--- src/sv/mts_pkg.sv ---
package mts_pkg;

    localparam int STACK_DEPTH_DEFAULT = 256;
    localparam int DATA_W  = 32;
    localparam int DEPTH_W = 9;
    localparam int ERR_W   = 2;

    // command codes
    localparam logic CMD_PUSH = 1'b0;
    localparam logic CMD_POP  = 1'b1;

    // error codes
    localparam logic [ERR_W-1:0] ERR_OK        = 2'd0;
    localparam logic [ERR_W-1:0] ERR_POP_EMPTY = 2'd1;
    localparam logic [ERR_W-1:0] ERR_PUSH_FULL = 2'd2;

    localparam logic [DATA_W-1:0] EMPTY_WORD = '1;

    typedef struct packed {
        logic [ERR_W-1:0]         error;
        logic                     is_empty;
        logic [DEPTH_W-1:0]       depth;
        logic signed [DATA_W-1:0] min_value;
        logic signed [DATA_W-1:0] top_value;
    } result_t;

endpackage

--- src/sv/mts_core.sv ---
module mts_core #(
    parameter int STACK_DEPTH = mts_pkg::STACK_DEPTH_DEFAULT
) (
    input  logic                              aclk,
    input  logic                              aresetn,
    input  logic                              in_valid,
    output logic                              in_ready,
    input  logic                              in_cmd,
    input  logic signed [mts_pkg::DATA_W-1:0] in_value,
    output logic                              out_valid,
    input  logic                              out_ready,
    output mts_pkg::result_t                  out_result,
    output logic                              ram_we,
    output logic [$clog2(STACK_DEPTH)-1:0]    ram_addr,
    output logic [mts_pkg::DATA_W-1:0]        ram_wr_value,
    output logic [mts_pkg::DATA_W-1:0]        ram_wr_min,
    input  logic [mts_pkg::DATA_W-1:0]        ram_rd_value,
    input  logic [mts_pkg::DATA_W-1:0]        ram_rd_min
);

    localparam int CW = $clog2(STACK_DEPTH + 1);
    localparam int AW = $clog2(STACK_DEPTH);

    typedef enum logic {
        ST_IDLE,
        ST_POP_WAIT
    } state_t;

    state_t                            state_reg, state_next;
    logic [CW-1:0]                     count_reg, count_next;
    logic signed [mts_pkg::DATA_W-1:0] top_reg, top_next;
    logic signed [mts_pkg::DATA_W-1:0] min_reg, min_next;
    logic                              out_valid_reg, out_valid_next;
    mts_pkg::result_t                  out_reg, out_next;

    logic          in_fire;
    logic          is_empty;
    logic          is_full;
    logic [CW-1:0] cnt_m1;
    logic [CW-1:0] cnt_m2;
    logic          produce;
    logic [mts_pkg::ERR_W-1:0] err;

    function automatic mts_pkg::result_t make_result(
        input logic [CW-1:0]                     cnt,
        input logic signed [mts_pkg::DATA_W-1:0] top,
        input logic signed [mts_pkg::DATA_W-1:0] mn,
        input logic [mts_pkg::ERR_W-1:0]         e
    );
        mts_pkg::result_t r;
        r.error = e;
        if (cnt == '0) begin
            r.top_value = mts_pkg::EMPTY_WORD;
            r.min_value = mts_pkg::EMPTY_WORD;
            r.depth     = '0;
            r.is_empty  = 1'b1;
        end else begin
            r.top_value = top;
            r.min_value = mn;
            r.depth     = mts_pkg::DEPTH_W'(cnt);
            r.is_empty  = 1'b0;
        end
        return r;
    endfunction

    assign is_empty = (count_reg == '0);
    assign is_full  = (count_reg == CW'(STACK_DEPTH));
    assign cnt_m1   = count_reg - CW'(1);
    assign cnt_m2   = count_reg - CW'(2);
    assign in_ready = (state_reg == ST_IDLE) && (!out_valid_reg || out_ready);
    assign in_fire  = in_valid && in_ready;

    // the top entry lives in registers, entries below it in the RAM
    assign ram_wr_value = top_reg;
    assign ram_wr_min   = min_reg;
    assign ram_addr     = ram_we ? cnt_m1[AW-1:0] : cnt_m2[AW-1:0];

    always_comb begin
        state_next = state_reg;
        count_next = count_reg;
        top_next   = top_reg;
        min_next   = min_reg;
        ram_we     = 1'b0;
        produce    = 1'b0;
        err        = mts_pkg::ERR_OK;
        unique case (state_reg)
            ST_IDLE: begin
                if (in_fire) begin
                    if (in_cmd == mts_pkg::CMD_PUSH) begin
                        if (is_full) begin
                            err     = mts_pkg::ERR_PUSH_FULL;
                            produce = 1'b1;
                        end else begin
                            ram_we     = !is_empty;
                            top_next   = in_value;
                            min_next   = (is_empty || in_value < min_reg) ? in_value : min_reg;
                            count_next = count_reg + CW'(1);
                            produce    = 1'b1;
                        end
                    end else begin
                        if (is_empty) begin
                            err     = mts_pkg::ERR_POP_EMPTY;
                            produce = 1'b1;
                        end else if (count_reg == CW'(1)) begin
                            count_next = '0;
                            produce    = 1'b1;
                        end else begin
                            // new top comes from the RAM next cycle
                            count_next = cnt_m1;
                            state_next = ST_POP_WAIT;
                        end
                    end
                end
            end
            ST_POP_WAIT: begin
                top_next   = ram_rd_value;
                min_next   = ram_rd_min;
                produce    = 1'b1;
                state_next = ST_IDLE;
            end
            default: state_next = ST_IDLE;
        endcase
    end

    always_comb begin
        out_valid_next = out_valid_reg && !out_ready;
        out_next       = out_reg;
        if (produce) begin
            out_valid_next = 1'b1;
            out_next       = make_result(count_next, top_next, min_next, err);
        end
    end

    always_ff @(posedge aclk) begin
        if (!aresetn) begin
            state_reg     <= ST_IDLE;
            count_reg     <= '0;
            out_valid_reg <= 1'b0;
        end else begin
            state_reg     <= state_next;
            count_reg     <= count_next;
            out_valid_reg <= out_valid_next;
        end
        top_reg <= top_next;
        min_reg <= min_next;
        out_reg <= out_next;
    end

    assign out_valid  = out_valid_reg;
    assign out_result = out_reg;

    a_count_bound: assert property (@(posedge aclk) disable iff (!aresetn)
        count_reg <= CW'(STACK_DEPTH))
        else $error("entry count beyond stack depth");

    a_pop_wait_origin: assert property (@(posedge aclk) disable iff (!aresetn)
        state_reg == ST_POP_WAIT |-> $past(in_fire && in_cmd == mts_pkg::CMD_POP))
        else $error("pop wait without an accepted pop");

    a_no_accept_in_wait: assert property (@(posedge aclk) disable iff (!aresetn)
        state_reg == ST_POP_WAIT |-> !in_ready)
        else $error("request accepted during pop wait");

    a_ram_write_on_push: assert property (@(posedge aclk) disable iff (!aresetn)
        ram_we |-> in_fire && in_cmd == mts_pkg::CMD_PUSH && !is_full && !is_empty)
        else $error("RAM write outside a push");

    a_empty_depth: assert property (@(posedge aclk) disable iff (!aresetn)
        out_valid_reg && out_reg.is_empty |-> out_reg.depth == '0)
        else $error("empty result with nonzero depth");

endmodule

--- config.mk ---
export PLATFORM = sky130hd
export DESIGN_NAME = mts_core
export DESIGN_NICKNAME = d
export VERILOG_FILES = /design/src/sv/mts_pkg.sv /design/src/sv/mts_core.sv
export SDC_FILE = /design/constraint.sdc
export NUM_CORES = 1
export LEC_CHECK = 0
export ABC_AREA = 1
export ABC_CLOCK_PERIOD_IN_PS = 18300
export BUFFER_PORTS_ARGS = -buffer_cell sky130_fd_sc_hd__buf_2
export CAP_MARGIN = 10
export CORE_UTILIZATION = 35
export CTS_BUF_LIST = sky130_fd_sc_hd__clkbuf_8
export DETAILED_ROUTE_END_ITERATION = 7
export SETUP_SLACK_MARGIN = 0.15
export SLEW_MARGIN = 20
export SYNTH_ARGS = -nofsm -noshare
export SYNTH_HDL_FRONTEND = slang
export SYNTH_SLANG_ARGS = --single-unit
--- constraint.sdc ---
create_clock -name aclk -period 18.3 [get_ports aclk]
set_input_delay 5.49 -clock aclk [delete_from_list [all_inputs] [get_ports aclk]]
set_output_delay 5.49 -clock aclk [all_outputs]
set_load 0.02 [all_outputs]
* Yosys cells after proc, flatten, opt, wreduce, memory -nomap -nowiden *
Cells that the tools add are included.

operators by class
  muxes and demuxes = 35
  bitwise gates (word level) = 2
  add/sub/neg operators = 3
  divide/modulo/power cells = 0
  shift operators = 0
  $mul = 0
  eq/ne operators = 2
  reductions and logical operators = 11
  magnitude comparators = 1

operators by type and width
  kind                                                                 number
  32-bit two-way mux                                                   7
  32-bit one-hot mux with 2 select lines                               2
  74-bit two-way mux                                                   1
  9-bit two-way mux                                                    6
  32-bit less-than comparator                                          1
  9-bit zero test                                                      2
  1-bit two-way mux                                                    14
  9-bit by 1-bit adder with 9-bit output (second input constant)       1
  9-bit by 1-bit == test with 1-bit output (second input constant)     1
  9-bit == test (second input constant)                                1
  9-bit by 1-bit subtractor with 9-bit output (second input constant)  1
  8-bit two-way mux                                                    1
  8-bit by 2-bit subtractor with 8-bit output (second input constant)  1
  2-bit two-way mux                                                    2
  1-bit one-hot mux with 2 select lines                                2
  1-bit logical AND                                                    3
  1-bit zero test                                                      3
  1-bit logical OR                                                     2
  1-bit inverter                                                       2
  2-bit OR reduction                                                   1

word-level totals
  ROM bits = 0
  memories kept = 0
  register bits after elaboration = 151
  latch bits = 0
  memory bits (writable) = 0

* Logic depth before layout (Yosys ltp) *
Gate-level depths: netlist (run 1).

  depth in word-level cells = 8
  gate-level depth with buffers = 19

* Least setup slack after synthesis (run 1) *
Ideal clock, no wire load.

  path kind = input-to-output
  start point = input in_valid
  end point = output ram_addr[7]
  data required time = 12.810 ns
  setup slack = 5.453 ns
  cell stages on the path = 7
  arrival = 7.357 ns
  cell sequence = inv_1 -> nor3_4 -> nand2_2 -> nor2_1 -> nand3_1 -> nand4_1 -> xor2_1

on the way
  longest elaborated chain between the ends = 4

ends and longest elaborated chain
  element            RTL line        text
  from (decl)        mts_core.sv:6   input logic in_valid,
  1-bit logical AND  mts_core.sv:71  assign in_fire = in_valid && in_ready;
  1-bit two-way mux  mts_core.sv:88  if (in_fire) begin
  1-bit two-way mux  mts_core.sv:86  unique case (state_reg)
  net ram_we         mts_core.sv:13  output logic ram_we,
  8-bit two-way mux  mts_core.sv:76  assign ram_addr = ram_we ? cnt_m1[AW-1:0] : cnt_m2[AW-1:0];
  to (decl)          mts_core.sv:14  output logic [$clog2(STACK_DEPTH)-1:0] ram_addr,

The timed path passes the listed nets, and every way through them passes these cells.

* Final worst setup path (run 1) *
  start point = input in_valid
  end point = output ram_addr[7]

on the way
  longest elaborated chain between the ends = 4

ends and longest elaborated chain
  element            RTL line
  1-bit logical AND  mts_core.sv:71
  1-bit two-way mux  mts_core.sv:88
  1-bit two-way mux  mts_core.sv:86
  8-bit two-way mux  mts_core.sv:76

No other way between the ends.

==> key figures, run 1 <==
Outcome
  • Status: finished, final reports clean

Final layout
  • Most common cell after layout, fill and taps aside: buf_2
  • Multi-input logic area: 3130 um2
  • Commonest non-fill, non-tap cells in the layout: 251 x buf_2, 237 x nand2_1, 133 x inv_1
  • Fillers: 2167
  • Area Growth Syn to Fin: 25.0%
  • Share of layout cells above drive strength 1: 30.0%
  • Reg area: 3780 um2
  • Nets: 1290
  • Max reg flops: 76

Floorplan
  • Die extent in x: 149 um
  • Row count: 53
  • Vert. Die Dim: 149 um
  • Core box area: 21200 um2
  • Die Area: 22300 um2
  • I/O pins: 252
  • Starting Density: 35.9%

STA
  • Clock skew: 0.0168 ns
  • Max transition margin: 34.2%
  • Slew at the pin closest to its max-slew limit: 0.987 ns
  • Unrepaired setup endpoints after global routing: false
  • TNS Setup: 0 ns
  • Fin. max-slew vios: 0
  • Final worst-path cycle share: 70.8%
  • Final setup violation count: 0
  • Period minus WS final: 12.96 ns
  • Worst Hold Slack: 0.571 ns
  • Fmax: 77.1 MHz
  • Hold Violations, Final: 0

CTS
  • PostCTS Resize Cnt: 0
  • CTS tree: built
  • Clk_lat worst skew: 0.45 ns
  • CTS buffer count: 17
  • Hold buffer count at cts: 0
  • Max Buffers Root-to-Sink: 2
  • H-tree Lvls: 4
  • Root buffer cell: clkbuf_8
  • Reg clk slew, reported paths: 0.09 ns
  • Clock sink count: 151
  • Postcts setup bufs: 0

Logic synthesis
  • Register area share after synthesis: 49.8%
  • Synth Register Bits: 151
  • Top_reg_cell synth: edfxtp_1
  • Area leader, netlist: edfxtp_1
  • Top post-synthesis cells by area: edfxtp_1 30%, dfxtp_1 20%, nand2_1 12%
  • Post-synth EDFFs: 76
  • Cell variety after synth: 37
  • Syn_nets: 1054
  • Asr flop ratio synth: 0%
  • Cells after synthesis: 916
  • Mapped cell area: 7600 um2
  • Yosys warns: 0
  • Syn Area/Cell: 8.30 um2
  • Top-area cell type share of the netlist area: 30.0%

Detailed routing
  • DRT Pass-1 Iters: 5
  • Antenna viol nets, final: 0
  • Via count: 6715
  • DRC: 0
  • Routed WL: 22.1 mm
  • Per-cell routed wire length: 15.4 um
  • Initial DRC Count: 312
  • Vias per inst: 4.66

Placed design
  • GPL Wtd Cong: 0.926
  • DP Wirelength: 15.5 mm
  • Port bufs: 251

Worst setup path
  • CP Data Arrival Time: 7.47 ns
  • CP Capture Type: output port
  • Crit start category: input port
  • Req. time, crit path: 12.81 ns
  • Worst-path fanout max: 10
  • Crit Path Class: input port to output port

Pwr
  • Switching share of power: 43.8%
  • Combinational share of power: 47.0%
  • Pwr/cell area: 171 nW/um2
  • Net Switching: 0.000710 W
  • Leak: 4.98 nW
  • Int Power: 0.000913 W
  • Max VDD drop: 0.0637 mV
  • Share of power burned in registers: 35.2%
  • Clock Power Share: 17.8%

Job
  • Max_cap viols: 0

Global route
  • Pin count of the biggest net entering global routing: 66
  • Antenna violations before repair: 2
  • Global-route wire length before repair: 33.5 mm
  • GRT Total Usage: 19.8%
  • Grt total ovfl: 0
  • Vias in the first global route: 6401

Min path
  • Min-Delay Path Class: flip-flop to flip-flop
## metrics by stage
| step | total power (W) | utilization, % | worst slack, ns | cells | instance area (um2) |
|---|---|---|---|---|---|
| floorplan | 0.00111 | - | 5.45 | 916 | 7600 |
| global placement | 0.00134 | 42.9 | 5.46 | 1408 | 9060 |
| detailed placement | 0.00135 | 42.9 | 5.37 | 1408 | 9060 |
| CTS | 0.00165 | 44.9 | 5.36 | 1440 | 9500 |
| global route | 0.00174 | 44.9 | 5.08 | 1440 | 9500 |
| finish | 0.00162 | 44.9 | 5.34 | 1441 | 9500 |
## final timing paths
path                  startpoint              to  slack [ns]  cells after the start
setup / recovery        in_valid     ram_addr[7]        5.34                      9
hold / removal    ram_wr_min[27]  ram_wr_min[27]        0.57                      4
setup reg to reg    count_reg[1]  out_result[62]       14.72                     10
hold reg to reg   ram_wr_min[27]  ram_wr_min[27]        0.57                      4
## Yosys cell counts (5+ instances only)
library cell,n
or2_2,31
a21oi_1,52
nand3_2,12
ha_1,37
nor2_1,58
buf_2,5
o21ai_0,76
nand3_1,39
nand2_1,237
clkbuf_1,25
buf_6,6
edfxtp_1,76
nand4_1,6
inv_1,132
dfxtp_1,75
xor2_1,15
## worst max-delay path: stages
cell and delay [ns]:
buf_2 0.08, inv_1 0.05, nor3_4 0.40, nand2_2 0.21, nor2_1 0.54, nand3_1 0.23, nand4_1 0.14, xor2_1 0.14
buf_2 0.18
## layer usage
layer  GRT usage [%]  share of wire, %
met5               0             0.059
met4            5.61               1.5
met3            5.29               6.9
met2            33.3                47
met1            24.7                44
## layout make-up
type / count / area share [%]
sequential: 151 / 39.8
inverter: 137 / 5.41
antenna: 1 / 0.0263
tap: 275 / 3.62
multi-input combinational: 589 / 32.9
clock buffer: 17 / 2.46
clock inverter: 15 / 2.13
timing repair buffer: 256 / 13.6
## logic make-up (layout without fill, tap and decap cells)
group | count (synthesis) | after routing | synth area share (%)
simple gates | 396 | 396 | 23.1
buf+inv | 176 | 425 | 9.46
flops | 151 | 151 | 49.8
compound gates | 139 | 139 | 9.60
fa+ha+maj | 37 | 37 | 6.09
xor+xnor | 16 | 16 | 1.84
mux | 1 | 1 | 0.132
other cells | 0 | 1 | 0
## power by group through the flow
| stage | clock (W) | sequential [W] | combinational [W] |
|---|---|---|---|
| final | 0.000289 | 0.000572 | 0.000763 |
| after floorplan | 0 | 0.000735 | 0.000374 |
| after detailed placement | 0 | 0.000580 | 0.000772 |
| after global routing | 0.000309 | 0.000586 | 0.000849 |
| after CTS | 0.000299 | 0.000573 | 0.000774 |
| after global placement | 0 | 0.000578 | 0.000764 |
No activity file was read; power rests on OpenSTA's default activity.
==> inputs of run 2 (changes only) <==
--- a/config.mk
+++ b/config.mk
@@ -5,8 +5,8 @@
 export SDC_FILE = /design/constraint.sdc
 export NUM_CORES = 1
 export LEC_CHECK = 0
-export ABC_AREA = 1
-export ABC_CLOCK_PERIOD_IN_PS = 18300
+export ABC_AREA = 0
+export ABC_CLOCK_PERIOD_IN_PS = 11100
 export BUFFER_PORTS_ARGS = -buffer_cell sky130_fd_sc_hd__buf_2
 export CAP_MARGIN = 10
 export CORE_UTILIZATION = 35
==> constraint.sdc (replaced) <==
create_clock -name aclk -period 11.1 [get_ports aclk]
set_input_delay 3.33 -clock aclk [delete_from_list [all_inputs] [get_ports aclk]]
set_output_delay 3.33 -clock aclk [all_outputs]
set_load 0.02 [all_outputs]
==> run 2 against run 1 <==
Net effect:
- utilization decreased by 0.23 points
- combinational power grew 140%
- setup slack worse by 2.8 ns
- critical path depth stayed put
- count of clock-buffer cells in the layout grew 2
- synthesized cell count down 19%
- cell area is 0.11% higher
- hold slack better by 0.0046 ns
- global-route usage decreased by 0.83 points
- wire length fell by 2.7%
- critical path type unchanged
- critical endpoint is now ram_addr[6]
- largest power group unchanged
==> key figures, run 2 <==
Outcome
  • Status: finished, final reports clean

Logic synthesis
  • Synth Register Bits: 151 (unchanged)
  • Syn Area/Cell: 10.4 um2 (+25%)
  • Top post-synthesis cells by area: edfxtp_1 30%, dfxtp_1 20%, mux2i_1 8.9%
  • Yosys warns: 0 (unchanged)
  • Area leader, netlist: edfxtp_1
  • Register area share after synthesis: 49.3% (-0.45 points)
  • Asr flop ratio synth: 0% (unchanged)
  • Cell variety after synth: 54 (+46%)
  • Post-synth top cells: 124 x nand2_1, 76 x edfxtp_1, 75 x dfxtp_1
  • Top-area cell type share of the netlist area: 29.7% (-0.27 points)
  • Syn_nets: 878 (-17%)
  • Cells after synthesis: 740 (-19%)
  • Post-synth EDFFs: 76 (unchanged)
  • Mapped cell area: 7670 um2 (+0.92%)
  • Top_reg_cell synth: edfxtp_1
  • Most frequent cell after synthesis: nand2_1

STA
  • Clock skew: 0.0163 ns (-0.000426 ns)
  • Hold Violations, Final: 0 (unchanged)
  • Fmax: 116 MHz
  • Slew at the pin closest to its max-slew limit: 1.14 ns (+0.149 ns)
  • TNS Setup: 0 ns (unchanged)
  • Fin. max-slew vios: 0 (unchanged)
  • Final worst-path cycle share: 77.5%
  • Final setup violation count: 0 (unchanged)
  • Unrepaired setup endpoints after global routing: false
  • Period minus WS final: 8.60 ns
  • Max transition margin: 23.7% (-11 points)

Detailed routing
  • Routed WL: 21.5 mm (-2.7%)
  • DRC: 0 (unchanged)
  • Vias per inst: 4.96 (+6.5%)
  • Via count: 6261 (-6.8%)
  • Initial DRC Count: 255 (-18%)
  • Antenna viol nets, final: 0 (unchanged)
  • DRT Pass-1 Iters: 6 (+1)
  • Per-cell routed wire length: 17.1 um (+11%)

Floorplan
  • I/O pins: 252 (unchanged)
  • Row count: 53 (unchanged)
  • Die Area: 22500 um2 (+0.91%)
  • Core box area: 21300 um2 (+0.63%)
  • Die extent in x: 150 um (+0.45%)
  • Starting Density: 36.0% (+0.11 points)
  • Vert. Die Dim: 150 um (+0.45%)

Final layout
  • N_diodes: 0 (-1)
  • Post-layout util: 44.7% (-0.23 points)
  • Commonest non-fill, non-tap cells in the layout: 251 x buf_2, 123 x nand2_1, 76 x edfxtp_1
  • Nets: 1112 (-14%)
  • Most common cell after layout, fill and taps aside: buf_2
  • Share of layout cells above drive strength 1: 35.8% (+5.7 points)
  • Area Growth Syn to Fin: 24.0%
  • Final Instance Count excl. Fillers: 1262 (-12%)
  • Max reg flops: 76 (unchanged)

CTS
  • CTS buffer count: 17 (unchanged)
  • Clock sink count: 151 (unchanged)
  • Hold buffer count at cts: 0 (unchanged)
  • Root buffer cell: clkbuf_8
  • H-tree Lvls: 4 (unchanged)
  • CTS tree: built
  • Reg clk slew, reported paths: 0.09 ns (about the same)
  • PostCTS Resize Cnt: 0 (unchanged)
  • Postcts setup bufs: 0 (unchanged)
  • Max Buffers Root-to-Sink: 2 (unchanged)
  • Clk_lat worst skew: 0.45 ns (about the same)

Pwr
  • Max VDD drop: 0.168 mV (+160%)
  • Pwr/cell area: 346 nW/um2 (+100%)
  • Leak: 4.31 nW (-13%)

Placed design
  • Port bufs: 251 (unchanged)
  • DP Wirelength: 15.2 mm (-1.8%)
  • Placed cell count: 1230 (-13%)
  • GPL Wtd Cong: 0.853 (-7.8%)

Worst setup path
  • Crit Path Class: input port to output port
  • CP Data Arrival Time: 5.27 ns (-2.20 ns)
  • Worst-path fanout max: 9 (-1)
  • Crit start category: input port
  • Req. time, crit path: 7.77 ns (-5.04 ns)
  • R2r setup slk: 7.02 ns (-7.70 ns)
  • CP Capture Type: output port
  • CP max-delay cell: nor3_1
  • Slowest stage delay, CP: 0.91 ns (+0.37 ns)
  • CP Cell Sequence: buf_2, inv_1, nor3_1, nand2_1, o21ai_0, nor2_1, nor2_1, a31oi_1, buf_2

Global route
  • GRT Total Usage: 18.9% (-0.83 points)
  • Pin count of the biggest net entering global routing: 87 (+32%)
  • Vias in the first global route: 5968 (-6.8%)
  • Grt total ovfl: 0 (unchanged)
  • Antenna violations before repair: 0 (-2)
  • Global-route wire length before repair: 32.4 mm (-3.2%)

Min path
  • Min-Delay Path Class: flip-flop to flip-flop

Job
  • Max_cap viols: 0 (unchanged)
## run 2: changes by cell type in the layout (fill, tap and decap cells not counted), sizes merged, moves of 6 or more
cell / delta
nand3: -48
and2: +11
inv: -94
or2: -30
o21bai: +32
xor2: -13
o211ai: +31
a21oi: -30
o21ai: -35
nor2: -10
nand2: -117
nor4: +6
mux2i: +67
## run 2: layout make-up
class,instances,area (um2)
Fill cell,2103,11800
Clock buffer,19,262
Multi-Input combinational cell,502,3530
Timing Repair Buffer,260,1320
Inverter,42,158
Tap cell,275,344
Clock inverter,13,114
Sequential cell,151,3790
## run 2: stage by stage
step	setup slack (ns)	hold slack (ns)	area (um2)	power (W)
2_1_floorplan	2.62	0.628	7670	0.00239
3_3_place_gp	2.64	0.556	9130	0.00292
3_5_place_dp	2.53	0.565	9130	0.00292
4_1_cts	2.53	0.579	9510	0.00334
5_1_grt	2.36	0.609	9510	0.00353
6_report	2.50	0.576	9510	0.00330
## run 2: report_power, final
group	switching, W	leakage, nW	internal [W]
sequential	0.000118	1.34	0.000975
clock	0.000234	0.180	0.000173
combinational	0.00117	2.79	0.000621
total	0.00153	4.31	0.00177
## run 2: cell families after synthesis
kind of cell | count (synthesis) | synth area share [%]
adder cells (fa/ha/maj) | 37 | 6.03
XOR/XNOR | 4 | 0.457
flip-flops | 151 | 49.3
buffers and inverters | 87 | 5.22
AND/OR/NAND/NOR | 229 | 13.0
AO/OA/AOI/OAI | 164 | 17.1
multiplexers | 68 | 8.87
## run 2: metal layers
metal	up-vias	share of wire, %	global-route usage [%]
li1	3092	-	-
met1	2938	46	24.8
met2	219	47	30.4
met3	12	6.1	5.00
met4	0	1.1	5.61
met5	-	0	0
## run 2: worst max-delay path: cells and delay by family
| kind | cells | cell delay (ns) |
|---|---|---|
| compound gates | 2 | 0.28 |
| buf+inv | 3 | 0.37 |
| simple gates | 4 | 1.29 |
## run 2: path summary, 6_finish.rpt
check,start,to,cells after the start
max,in_valid,ram_addr[6],9
min,ram_wr_value[10],ram_wr_value[10],2
max reg2reg,count_reg[1],out_result[43],9
min reg2reg,ram_wr_value[10],ram_wr_value[10],2
